`src/design/nrmc_pkg.sv`:
```
// types and constants shared by the nmea rmc field splitter modules
package nrmc_pkg;

  localparam int unsigned FIELD_W = 4;
  localparam int unsigned OFF_W   = 5;
  localparam int unsigned TPOS_W  = 3;
  localparam int unsigned TYPE_W  = 48;

  localparam logic [TPOS_W-1:0]  TYPE_CHARS = 3'd6;
  localparam logic [FIELD_W-1:0] LAST_FIELD = 4'd10;
  localparam logic [7:0]         COMMA_CHAR = 8'h2C;
  localparam logic [TYPE_W-1:0]  TYPE_RESET = 48'h244750524D43;

  localparam logic [FIELD_W-1:0] FIELD_TYPE = 4'd0;
  localparam logic [FIELD_W-1:0] FIELD_TIME = 4'd1;
  localparam logic [FIELD_W-1:0] FIELD_LAT  = 4'd3;
  localparam logic [FIELD_W-1:0] FIELD_LON  = 4'd5;
  localparam logic [FIELD_W-1:0] FIELD_DATE = 4'd9;

  typedef struct packed {
    logic [FIELD_W-1:0] field_index;
    logic [OFF_W-1:0]   offset_in_field;
    logic [TPOS_W-1:0]  type_position;
    logic               type_still_matches;
    logic               latitude_seen;
  } sent_state_t;

  localparam sent_state_t SENT_RESET = '{
    field_index:        '0,
    offset_in_field:    '0,
    type_position:      '0,
    type_still_matches: 1'b1,
    latitude_seen:      1'b0
  };

  typedef struct packed {
    logic [FIELD_W-1:0] field_number;
    logic [OFF_W-1:0]   char_offset;
    logic [7:0]         char_value;
    logic               store_enable;
    logic               overflow;
    logic               is_last;
    logic               sentence_is_rmc;
    logic               latitude_present;
  } result_t;

endpackage

```
`src/design/nrmc_step.sv`:
```
// per-byte field tagging, capacity check and type compare
module nrmc_step #(
  parameter int LONG_FIELD_CHARS  = 19,
  parameter int SHORT_FIELD_CHARS = 9
) (
  input  logic [7:0]                  byte_i,
  input  logic                        last_i,
  input  logic [nrmc_pkg::TYPE_W-1:0] expected_type_i,
  input  nrmc_pkg::sent_state_t       state_i,
  output nrmc_pkg::sent_state_t       state_o,
  output nrmc_pkg::result_t           result_o
);

  localparam logic [nrmc_pkg::OFF_W-1:0] LongCap  = nrmc_pkg::OFF_W'(LONG_FIELD_CHARS);
  localparam logic [nrmc_pkg::OFF_W-1:0] ShortCap = nrmc_pkg::OFF_W'(SHORT_FIELD_CHARS);

  nrmc_pkg::sent_state_t        nxt;
  logic [nrmc_pkg::OFF_W-1:0]   cap;
  logic [7:0]                   want;
  logic                         store;
  logic                         ovf;
  logic [nrmc_pkg::OFF_W-1:0]   off_out;

  // expected character for the current type position, first char in top byte
  always_comb begin
    case (state_i.type_position)
      3'd0:    want = expected_type_i[47:40];
      3'd1:    want = expected_type_i[39:32];
      3'd2:    want = expected_type_i[31:24];
      3'd3:    want = expected_type_i[23:16];
      3'd4:    want = expected_type_i[15:8];
      3'd5:    want = expected_type_i[7:0];
      default: want = '0;
    endcase
  end

  always_comb begin
    if (state_i.field_index == nrmc_pkg::FIELD_TIME || state_i.field_index == nrmc_pkg::FIELD_LAT
        || state_i.field_index == nrmc_pkg::FIELD_LON
        || state_i.field_index == nrmc_pkg::FIELD_DATE) begin
      cap = LongCap;
    end else begin
      cap = ShortCap;
    end
  end

  always_comb begin
    nxt     = state_i;
    store   = 1'b0;
    ovf     = 1'b0;
    off_out = '0;
    if (byte_i == nrmc_pkg::COMMA_CHAR) begin
      if (state_i.field_index < nrmc_pkg::LAST_FIELD) begin
        nxt.field_index = state_i.field_index + 1'b1;
      end
      nxt.offset_in_field = '0;
    end else begin
      off_out = state_i.offset_in_field;
      if (state_i.field_index == nrmc_pkg::FIELD_TYPE
          || state_i.field_index >= nrmc_pkg::LAST_FIELD) begin
        if (state_i.field_index == nrmc_pkg::FIELD_TYPE) begin
          if (state_i.type_position < nrmc_pkg::TYPE_CHARS) begin
            if (want != byte_i) begin
              nxt.type_still_matches = 1'b0;
            end
            nxt.type_position = state_i.type_position + 1'b1;
          end else begin
            nxt.type_still_matches = 1'b0;
          end
        end
        // offset saturates at the long capacity in type and trailing fields
        if (state_i.offset_in_field < LongCap) begin
          nxt.offset_in_field = state_i.offset_in_field + 1'b1;
        end
      end else begin
        if (state_i.offset_in_field < cap) begin
          store               = 1'b1;
          nxt.offset_in_field = state_i.offset_in_field + 1'b1;
        end else begin
          ovf = 1'b1;
        end
        if (state_i.field_index == nrmc_pkg::FIELD_LAT) begin
          nxt.latitude_seen = 1'b1;
        end
      end
    end
  end

  always_comb begin
    result_o.field_number     = nxt.field_index;
    result_o.char_offset      = off_out;
    result_o.char_value       = byte_i;
    result_o.store_enable     = store;
    result_o.overflow         = ovf;
    result_o.is_last          = last_i;
    result_o.sentence_is_rmc  = last_i && nxt.type_still_matches
                                && (nxt.type_position == nrmc_pkg::TYPE_CHARS);
    result_o.latitude_present = last_i && nxt.latitude_seen;
  end

  // a new sentence starts after the last byte
  assign state_o = last_i ? nrmc_pkg::SENT_RESET : nxt;

endmodule

```
`src/design/nmea_rmc_field_splitter.sv`:
```
// nmea rmc field splitter: input register, per-byte step logic and result register
// path: an accepted byte waits in the input register until the result register can take its result
// throughput: one byte per cycle, limited only by the result register handshake
// reset: sentence counters clear, expected type returns to "$GPRMC", both stages empty
// config writes are always taken; write only while no byte is in flight
module nmea_rmc_field_splitter #(
  parameter int LONG_FIELD_CHARS  = 19,
  parameter int SHORT_FIELD_CHARS = 9
) (
  input  logic        clk_i,
  input  logic        rst_ni,
  input  logic        cfg_valid_i,
  output logic        cfg_ready_o,
  input  logic [47:0] cfg_data_i,     // expected_type[47:0]
  input  logic        s_axis_tvalid,
  output logic        s_axis_tready,
  input  logic [7:0]  s_axis_tdata,   // byte_value[7:0]
  input  logic        s_axis_tlast,
  output logic        m_axis_tvalid,
  input  logic        m_axis_tready,
  // field_number[3:0], char_offset[8:4], char_value[16:9], store_enable[17],
  // overflow[18], sentence_is_rmc[19], latitude_present[20], zero[23:21]
  output logic [23:0] m_axis_tdata,
  output logic        m_axis_tlast
);

  logic [nrmc_pkg::TYPE_W-1:0] exp_type_q;
  nrmc_pkg::sent_state_t       state_q;
  nrmc_pkg::sent_state_t       state_d;
  logic                        in_valid_q;
  logic [7:0]                  in_byte_q;
  logic                        in_last_q;
  logic                        out_valid_q;
  nrmc_pkg::result_t           out_q;
  nrmc_pkg::result_t           out_d;
  logic                        out_free;
  logic                        advance;

  assign cfg_ready_o   = 1'b1;
  assign out_free      = !out_valid_q || m_axis_tready;
  assign advance       = in_valid_q && out_free;
  assign s_axis_tready = !in_valid_q || out_free;

  always_ff @(posedge clk_i or negedge rst_ni) begin
    if (!rst_ni) begin
      exp_type_q <= nrmc_pkg::TYPE_RESET;
    end else if (cfg_valid_i) begin
      exp_type_q <= cfg_data_i;
    end
  end

  always_ff @(posedge clk_i or negedge rst_ni) begin
    if (!rst_ni) begin
      in_valid_q <= 1'b0;
    end else if (s_axis_tready) begin
      in_valid_q <= s_axis_tvalid;
    end
  end

  always_ff @(posedge clk_i) begin
    if (s_axis_tready && s_axis_tvalid) begin
      in_byte_q <= s_axis_tdata;
      in_last_q <= s_axis_tlast;
    end
  end

  nrmc_step #(
    .LONG_FIELD_CHARS (LONG_FIELD_CHARS),
    .SHORT_FIELD_CHARS(SHORT_FIELD_CHARS)
  ) u_step (
    .byte_i         (in_byte_q),
    .last_i         (in_last_q),
    .expected_type_i(exp_type_q),
    .state_i        (state_q),
    .state_o        (state_d),
    .result_o       (out_d)
  );

  always_ff @(posedge clk_i or negedge rst_ni) begin
    if (!rst_ni) begin
      state_q     <= nrmc_pkg::SENT_RESET;
      out_valid_q <= 1'b0;
    end else if (advance) begin
      state_q     <= state_d;
      out_valid_q <= 1'b1;
    end else if (m_axis_tready) begin
      out_valid_q <= 1'b0;
    end
  end

  always_ff @(posedge clk_i) begin
    if (advance) begin
      out_q <= out_d;
    end
  end

  assign m_axis_tvalid = out_valid_q;
  assign m_axis_tlast  = out_q.is_last;
  assign m_axis_tdata  = {3'b000, out_q.latitude_present, out_q.sentence_is_rmc,
                          out_q.overflow, out_q.store_enable, out_q.char_value,
                          out_q.char_offset, out_q.field_number};

endmodule

```
`config.mk`:
```
export PLATFORM = sky130hd
export DESIGN_NAME = nmea_rmc_field_splitter
export DESIGN_NICKNAME = d
export VERILOG_FILES = /design/src/design/nrmc_pkg.sv /design/src/design/nrmc_step.sv /design/src/design/nmea_rmc_field_splitter.sv
export SDC_FILE = /design/constraint.sdc
export NUM_CORES = 1
export LEC_CHECK = 0
export ABC_AREA = 1
export BUFFER_PORTS_ARGS = -buffer_cell sky130_fd_sc_hd__buf_4
export CAP_MARGIN = 20
export CORE_UTILIZATION = 40
export CTS_CLUSTER_SIZE = 12
export DETAILED_ROUTE_END_ITERATION = 10
export PLACE_DENSITY = 0.6
export SLEW_MARGIN = 20
export SYNTH_ARGS = -nofsm -noshare
export SYNTH_HDL_FRONTEND = slang
export SYNTH_HIERARCHICAL = 1
export SYNTH_SLANG_ARGS = --single-unit
```
`constraint.sdc`:
```
create_clock -name clk_i -period 6.5 [get_ports clk_i]
set_input_delay 0.65 -clock clk_i [delete_from_list [all_inputs] [get_ports clk_i]]
set_output_delay 0.65 -clock clk_i [all_outputs]
set_load 0.02 [all_outputs]
```
==> run metrics, run 1 <==
status=complete, no violations; crit path launch=state_q[10]; Syn Inst Count=592; Max Cap Viol=0; DRT antenna net count=0; initial antenna violation count=0; # fillers=1170; 1st-pass router iterations=4; First DRT Iteration DRCs=170; hold violation total from the final report=0; FF+latch count, synth=95; Root Driver=clkbuf_16; Crit Reg-Reg Endpoint=state_q[8]; Rel. slew slack=41.72%; worst r2r src=state_q[10]; TritonCTS Buffers=9; clock share of power=30.0%; WS Path Type=reg -> reg; commonest register cell after synthesis=dfrtp_1; Clock Sinks=95; peak supply drop=0.1222 mV; Flop pwr share=44.3%; combinational share of power=25.7%; largest net degree at the start of global routing=97; Initial Util=40.94%; Die X=112.9 µm; vias in the first global route=3665; setup bufs post-CTS=0; switch share=32.75%; wire per inst=12.81 µm; GRT overflow=0; CTS Hold Buffers Added=0; final non-filler cell total=808; synthesis-to-layout area growth=17.71%; most frequent cells in the layout=nand2_1, inv_1, buf_4, o21ai_0, dfrtp_1; Crit Path Max Fanout=6; total global-route track usage=17.57%; Critical Path Sink Type=flip-flop; vias=3771; setup TNS=0 ps; Post-synth EDFFs=31; # diodes=0; worst-margin pin slew=873.2 ps; PwrDens=298.7 nW/µm²; Min Clock Period, post-route=2582 ps; Achievable Freq=387.4 MHz; Min-Delay Path Class=in -> async; drt drc=0; Ports=90; Final HPWL DP=7555 µm; Reg2Reg Setup Slack=3920 ps; placed cell count=792; Clock Tree Buf Depth=2; syn_area_per_cell=8.306 µm²; Pleak=0.002955 µW; Core ar.=12010 µm²; Die Ht=112.9 µm; RSZ-0062 raised after global routing=false; Yosys warnings=6; total wire length=10350 µm; critical path required time=6780 ps; FF-to-FF path depth=18; ys async rst share=67.37%; crit start category=flip-flop; # H-tree levels=3; Hold WS=391.3 ps; count of port buffers added during placement=85; NetSw=566.3 µW; mapped cell area=4917 µm²; DR vias/cell=4.667; cell row count=40; Power Internal=1163 µW; layout cells sized above 1=21.03%; most common cell after layout, fill and taps aside=nand2_1; later-pin clock latency in the skew report=340 ps; final net count=731; synth unique cells=36; CTS tree=yes; Final GP Congestion=0.8603; clk_skew=4.869 ps; Setup crit end=state_q[8]; Setup violations, final=0; CP arrival=2870 ps; Final Max Slew Viols=0; Pwr Total=1729 µW; sequential share of the synthesized area=51.98%; Clock Pin Slew Worst Setup and Hold Paths=60 ps; area of the die=12740 µm²; post-cts gate resize count=0; period utilization=39.72%; first-pass GRT wire length=17310 µm
-- per-layer routing --
layer  GRT usage, %  vias up  part of all wire, %  wire length [µm]
met4          7.982        0                  1.5               157
met1          24.56     1723                   51              5235
li1               -     1944                    -                 -
met3          3.160       12                  4.0               416
met2          26.75       92                   44              4538
met5              0        -                    0                 0
-- flip-flops by register name, summed over array words and instances (netlist names) --
| signal | cells |
|---|---|
| exp_type_q | 48 |
| m_axis_tdata | 21 |
| m_axis_tlast | 1 |
| m_axis_tvalid | 1 |
| state_q | 14 |
| in_last_q | 1 |
| in_byte_q | 8 |
| in_valid_q | 1 |
-- power by group through the flow --
| stage | sequential (µW) | combinational (µW) | clock [µW] |
|---|---|---|---|
| floorplan | 770 | 322 | 0 |
| global route | 776 | 510 | 554 |
| detailed placement | 778 | 444 | 0 |
| finish | 766 | 444 | 519 |
| global placement | 774 | 436 | 0 |
| CTS | 767 | 448 | 530 |
-- synthesized netlist by cell type (3+ instances only) --
cell type	instances	share of area, %
a31oi_1	3	0.38
buf_6	5	1.1
dfrtp_1	45	23
buf_4	18	2.7
nand3_1	37	3.8
buf_2	3	0.31
nor2_2	4	0.51
nand4_1	4	0.51
nand2_2	5	0.64
edfxtp_1	31	19
nand2_1	167	13
nand3_2	3	0.61
xor2_1	4	0.71
inv_1	102	7.8
a21oi_1	9	0.92
o21ai_0	49	5.0
nor3_1	3	0.31
nor2_1	38	2.9
clkbuf_1	5	0.38
ha_1	13	3.3
o21ai_1	7	0.71
dfstp_2	19	10
-- stage by stage --
| stage | utilization [%] | setup slack, ps | area (µm²) |
|---|---|---|---|
| after floorplan | - | 4284 | 4925 |
| after global placement | 45.77 | 4092 | 5498 |
| after detailed placement | 45.77 | 3963 | 5498 |
| after CTS | 48.19 | 3926 | 5788 |
| after global routing | 48.19 | 3621 | 5788 |
| final | 48.19 | 3918 | 5788 |
-- critical path, cell delays in order (launching register included) --
cell and delay (ps):
dfrtp_1 460, ha_1 190, inv_1 50, nor2_1 150, inv_1 50, o21ai_0 110
inv_1 100, ha_1 300, nand2_1 70, inv_1 40, o21ai_0 70, nand3_1 110
nand2_1 180, nand2_2 120, nor2_1 100, a21oi_1 80, nor3b_2 160, nand3_1 90
nand2_1 90
-- worst min-delay path by stage --
stage          slack (ps)              to
6_report              390  exp_type_q[26]
5_1_grt               470     state_q[13]
4_1_cts               430     state_q[12]
3_5_place_dp          450   exp_type_q[8]
3_3_place_gp          450   exp_type_q[8]
2_1_floorplan         350  exp_type_q[12]
-- area by class of cell --
class | instances | area [µm²] | share of cell area, %
tap | 147 | 183.9 | 3.178
multi-input combinational | 359 | 1719 | 29.70
inverter | 106 | 400.4 | 6.917
clock inverter | 6 | 61.31 | 1.059
timing repair buffer | 85 | 638.1 | 11.02
clock buffer | 10 | 229.0 | 3.956
sequential | 95 | 2556 | 44.16
-- cell families (layout without fill, tap and decap cells) --
family	Yosys count	after routing	synth area share (%)
and+or+nand+nor	268	268	23.31
buffers and inverters	140	207	13.21
DFF	95	95	51.98
AOI/OAI and AO/OA	70	70	7.328
adders and majority gates	13	13	3.308
xor gates and xnor gates	4	4	0.7124
other	2	4	0.1527
Note: power is estimated with default switching activity, not from simulation.
==> inputs of run 2 (changes only) <==
- ABC_AREA: 1 -> 0
- PLACE_DENSITY: 0.6 -> 0.62
- clock period: 6.5 -> 2.3 ns (I/O delays scaled with it)
==> run metrics, run 2 <==
violated checks=DRC, hold timing, setup timing; Initial Util=41.38% (+0.45 points); Setup violations, final=9 (+9); count of port buffers added during placement=85 (unchanged); total wire length=10550 µm (+2.0%); crit path cell chain=ha_2 > nor2b_4 > nor2_2 > nor2_1 > a21o_1 > inv_2 > ha_4 > a211o_1 > a21o_1 > a21oi_2 > o21ai_2 > buf_4 > xor2_1 > nor3_1 > mux2_4; 1st-pass router iterations=8 (+4); WS Path Type=reg -> reg; Min-Delay Path Class=in -> async; most frequent cells in the layout=buf_4, mux2_2, dfrtp_1, edfxtp_1, dfstp_2; wire per inst=16.59 µm (+30%); final non-filler cell total=636 (-21%); Reg2Reg Setup Slack=-500 ps (-4420 ps); Achievable Freq=356.7 MHz (-7.9%); Top cell by count, worst path=a21o_1; PwrDens=846.8 nW/µm² (+180%); top cells by area, synth=dfrtp_1, edfxtp_1, mux2_2, dfstp_2, ha_1; ys async rst share=67.37% (unchanged); Syn Inst Count=362 (-39%); most flop-heavy register=exp_type_q; hold violation total from the final report=27 (+27); Post-synth top cells=mux2_2, dfrtp_1, edfxtp_1, dfstp_2, buf_4; Design Area, Final=6296 µm² (+8.8%); vias=3341 (-11%); slowest CP cell=dfrtp_1; TritonCTS Buffers=9 (unchanged); later-pin clock latency in the skew report=340 ps (about the same); initial antenna violation count=0 (unchanged); Max Cap Viol=0 (unchanged); setup ws final=-503.2 ps (-4422 ps); Post-synth EDFFs=31 (unchanged); placed cell count=602 (-24%); Clock Tree Buf Depth=2 (unchanged); DRT antenna net count=0 (unchanged); most common cell after layout, fill and taps aside=buf_4; Die X=111.2 µm (-1.5%); total global-route track usage=18.29% (+0.72 points); Clock Sinks=95 (unchanged); drt drc=8 (+8); count leader, synth=mux2_2; Min Clock Period, post-route=2803 ps (+221.6 ps); # diodes=0 (unchanged); mapped cell area=4766 µm² (-3.1%); Crit Path Max Fanout=4 (-2); Hold WS=-20.50 ps (-411.8 ps); FF+latch count, synth=95 (unchanged); Final Max Slew Viols=0 (unchanged); Final HPWL DP=6897 µm (-8.7%); Critical Path Sink Type=flip-flop; RSZ-0062 raised after global routing=true; max reg flops=48 (unchanged); peak supply drop=0.3498 mV (+190%); First DRT Iteration DRCs=174 (+2.4%); critical path required time=2530 ps (-4250 ps); Clock Pin Slew Worst Setup and Hold Paths=60 ps (about the same); worst-margin pin slew=813.7 ps (-59.51 ps); area of the die=12360 µm² (-3.0%); syn_area_per_cell=13.17 µm² (+59%); # H-tree levels=3 (unchanged); vias in the first global route=3407 (-7.0%); top cell type's share of synthesized area=23.63% (+0.73 points); synth unique cells=62 (+72%); layout cells sized above 1=56.39% (+35 points); WP buf/inv=2 (-2); Pleak=0.002721 µW (-7.9%); GRT overflow=0 (unchanged); Core ar.=11520 µm² (-4.1%); CP arrival=3030 ps (+160 ps); period utilization=121.9% (+82 points); clk_skew=4.690 ps (-0.1786 ps); first-pass GRT wire length=17610 µm (+1.8%); final net count=563 (-23%); synthesis-to-layout area growth=32.11%; Root Driver=clkbuf_16; Ports=90 (unchanged); crit start category=flip-flop; CTS tree=yes; status=complete, but fails checks; Die Ht=111.2 µm (-1.5%); sequential share of the synthesized area=53.64% (+1.7 points); cell row count=39 (-2.5%); DR vias/cell=5.253 (+13%); Crit path largest cell delay=420 ps (-40 ps); CP top delay family=compound AO/OA/AOI/OAI gates; Final GP Congestion=0.7822 (-9.1%); Yosys warnings=6 (unchanged); largest net degree at the start of global routing=65 (-33%); Rel. slew slack=45.75% (+4.0 points); post-synth top area cell=dfrtp_1; commonest register cell after synthesis=dfrtp_1; Cell Area, Placed=5710 µm² (+3.9%)
run 2: cell count changes in the layout (fill, tap and decap cells not counted), moves of 27 or more:
cell and change:
o21ai_0 -45, nand3_1 -28, inv_1 -94, nor2_1 -27
nand2_1 -153, buf_4 +51, mux2_2 +50
run 2: cell type report:
type / count / area (µm²)
clock buffer: 15 / 271.5
clock inverter: 1 / 5.005
fill: 977 / 5220
inverter: 11 / 41.29
multi-input combinational: 225 / 2090
sequential: 95 / 2556
tap: 143 / 178.9
timing repair buffer: 146 / 1154
run 2: per-layer routing:
metal / up-vias / wire [µm] / track usage, %
met3: 13 / 430 / 3.718
met5: - / 0 / 0
met2: 82 / 4892 / 28.13
li1: 1571 / - / -
met4: 0 / 195 / 7.027
met1: 1675 / 5033 / 25.45
run 2: power by group:
group / switching [µW] / total, µW / internal (µW) / leakage, µW
logic: 868 / 1820 / 957 / 0.00153
registers: 141 / 2100 / 1960 / 0.00105
clock network: 600 / 1400 / 804 / 0.000137
total: 1610 / 5330 / 3720 / 0.00272
run 2: logic make-up after synthesis:
| logic type | share of synthesized area, % |
|---|---|
| fa+ha+maj | 3.413 |
| flops | 53.64 |
| xor+xnor | 1.470 |
| other cells | 0.1576 |
| simple gates | 9.819 |
| compound gates | 8.795 |
| buf+inv | 6.301 |
| mux | 16.41 |
run 2: timing repair:
action	in CTS	in global routing
pin swaps	21	17
endpoints found under the setup margin	9	12
hold buffers	0	0
gates cloned	0	0
buffers inserted	11	10
gates resized for setup	27	10
run 2: per-stage QoR:
| step | util, % | worst slack, ps | TNS [ps] | power, µW | hold WS (ps) |
|---|---|---|---|---|---|
| 2_1_floorplan | - | -434.5 | -1806 | 3080 | -65.59 |
| 3_3_place_gp | 49.59 | -446.0 | -2214 | 3730 | 372.9 |
| 3_5_place_dp | 49.59 | -535.2 | -2832 | 3767 | 378.9 |
| 4_1_cts | 53.55 | -527.6 | -2950 | 5317 | 11.12 |
| 5_1_grt | 54.67 | -644.4 | -3841 | 5611 | 53.42 |
| 6_report | 54.67 | -503.2 | -2803 | 5332 | -20.50 |
run 2: worst paths after layout:
kind,from,to,depth (start not counted)
max,state_q[10],state_q[5],15
min reg2reg,exp_type_q[19],exp_type_q[19],1
max reg2reg,state_q[10],state_q[5],15
max in group asynchronous,rst_ni,state_q[9],1
min,rst_ni,exp_type_q[26],1
min in group clk_i,s_axis_tlast,in_last_q,1
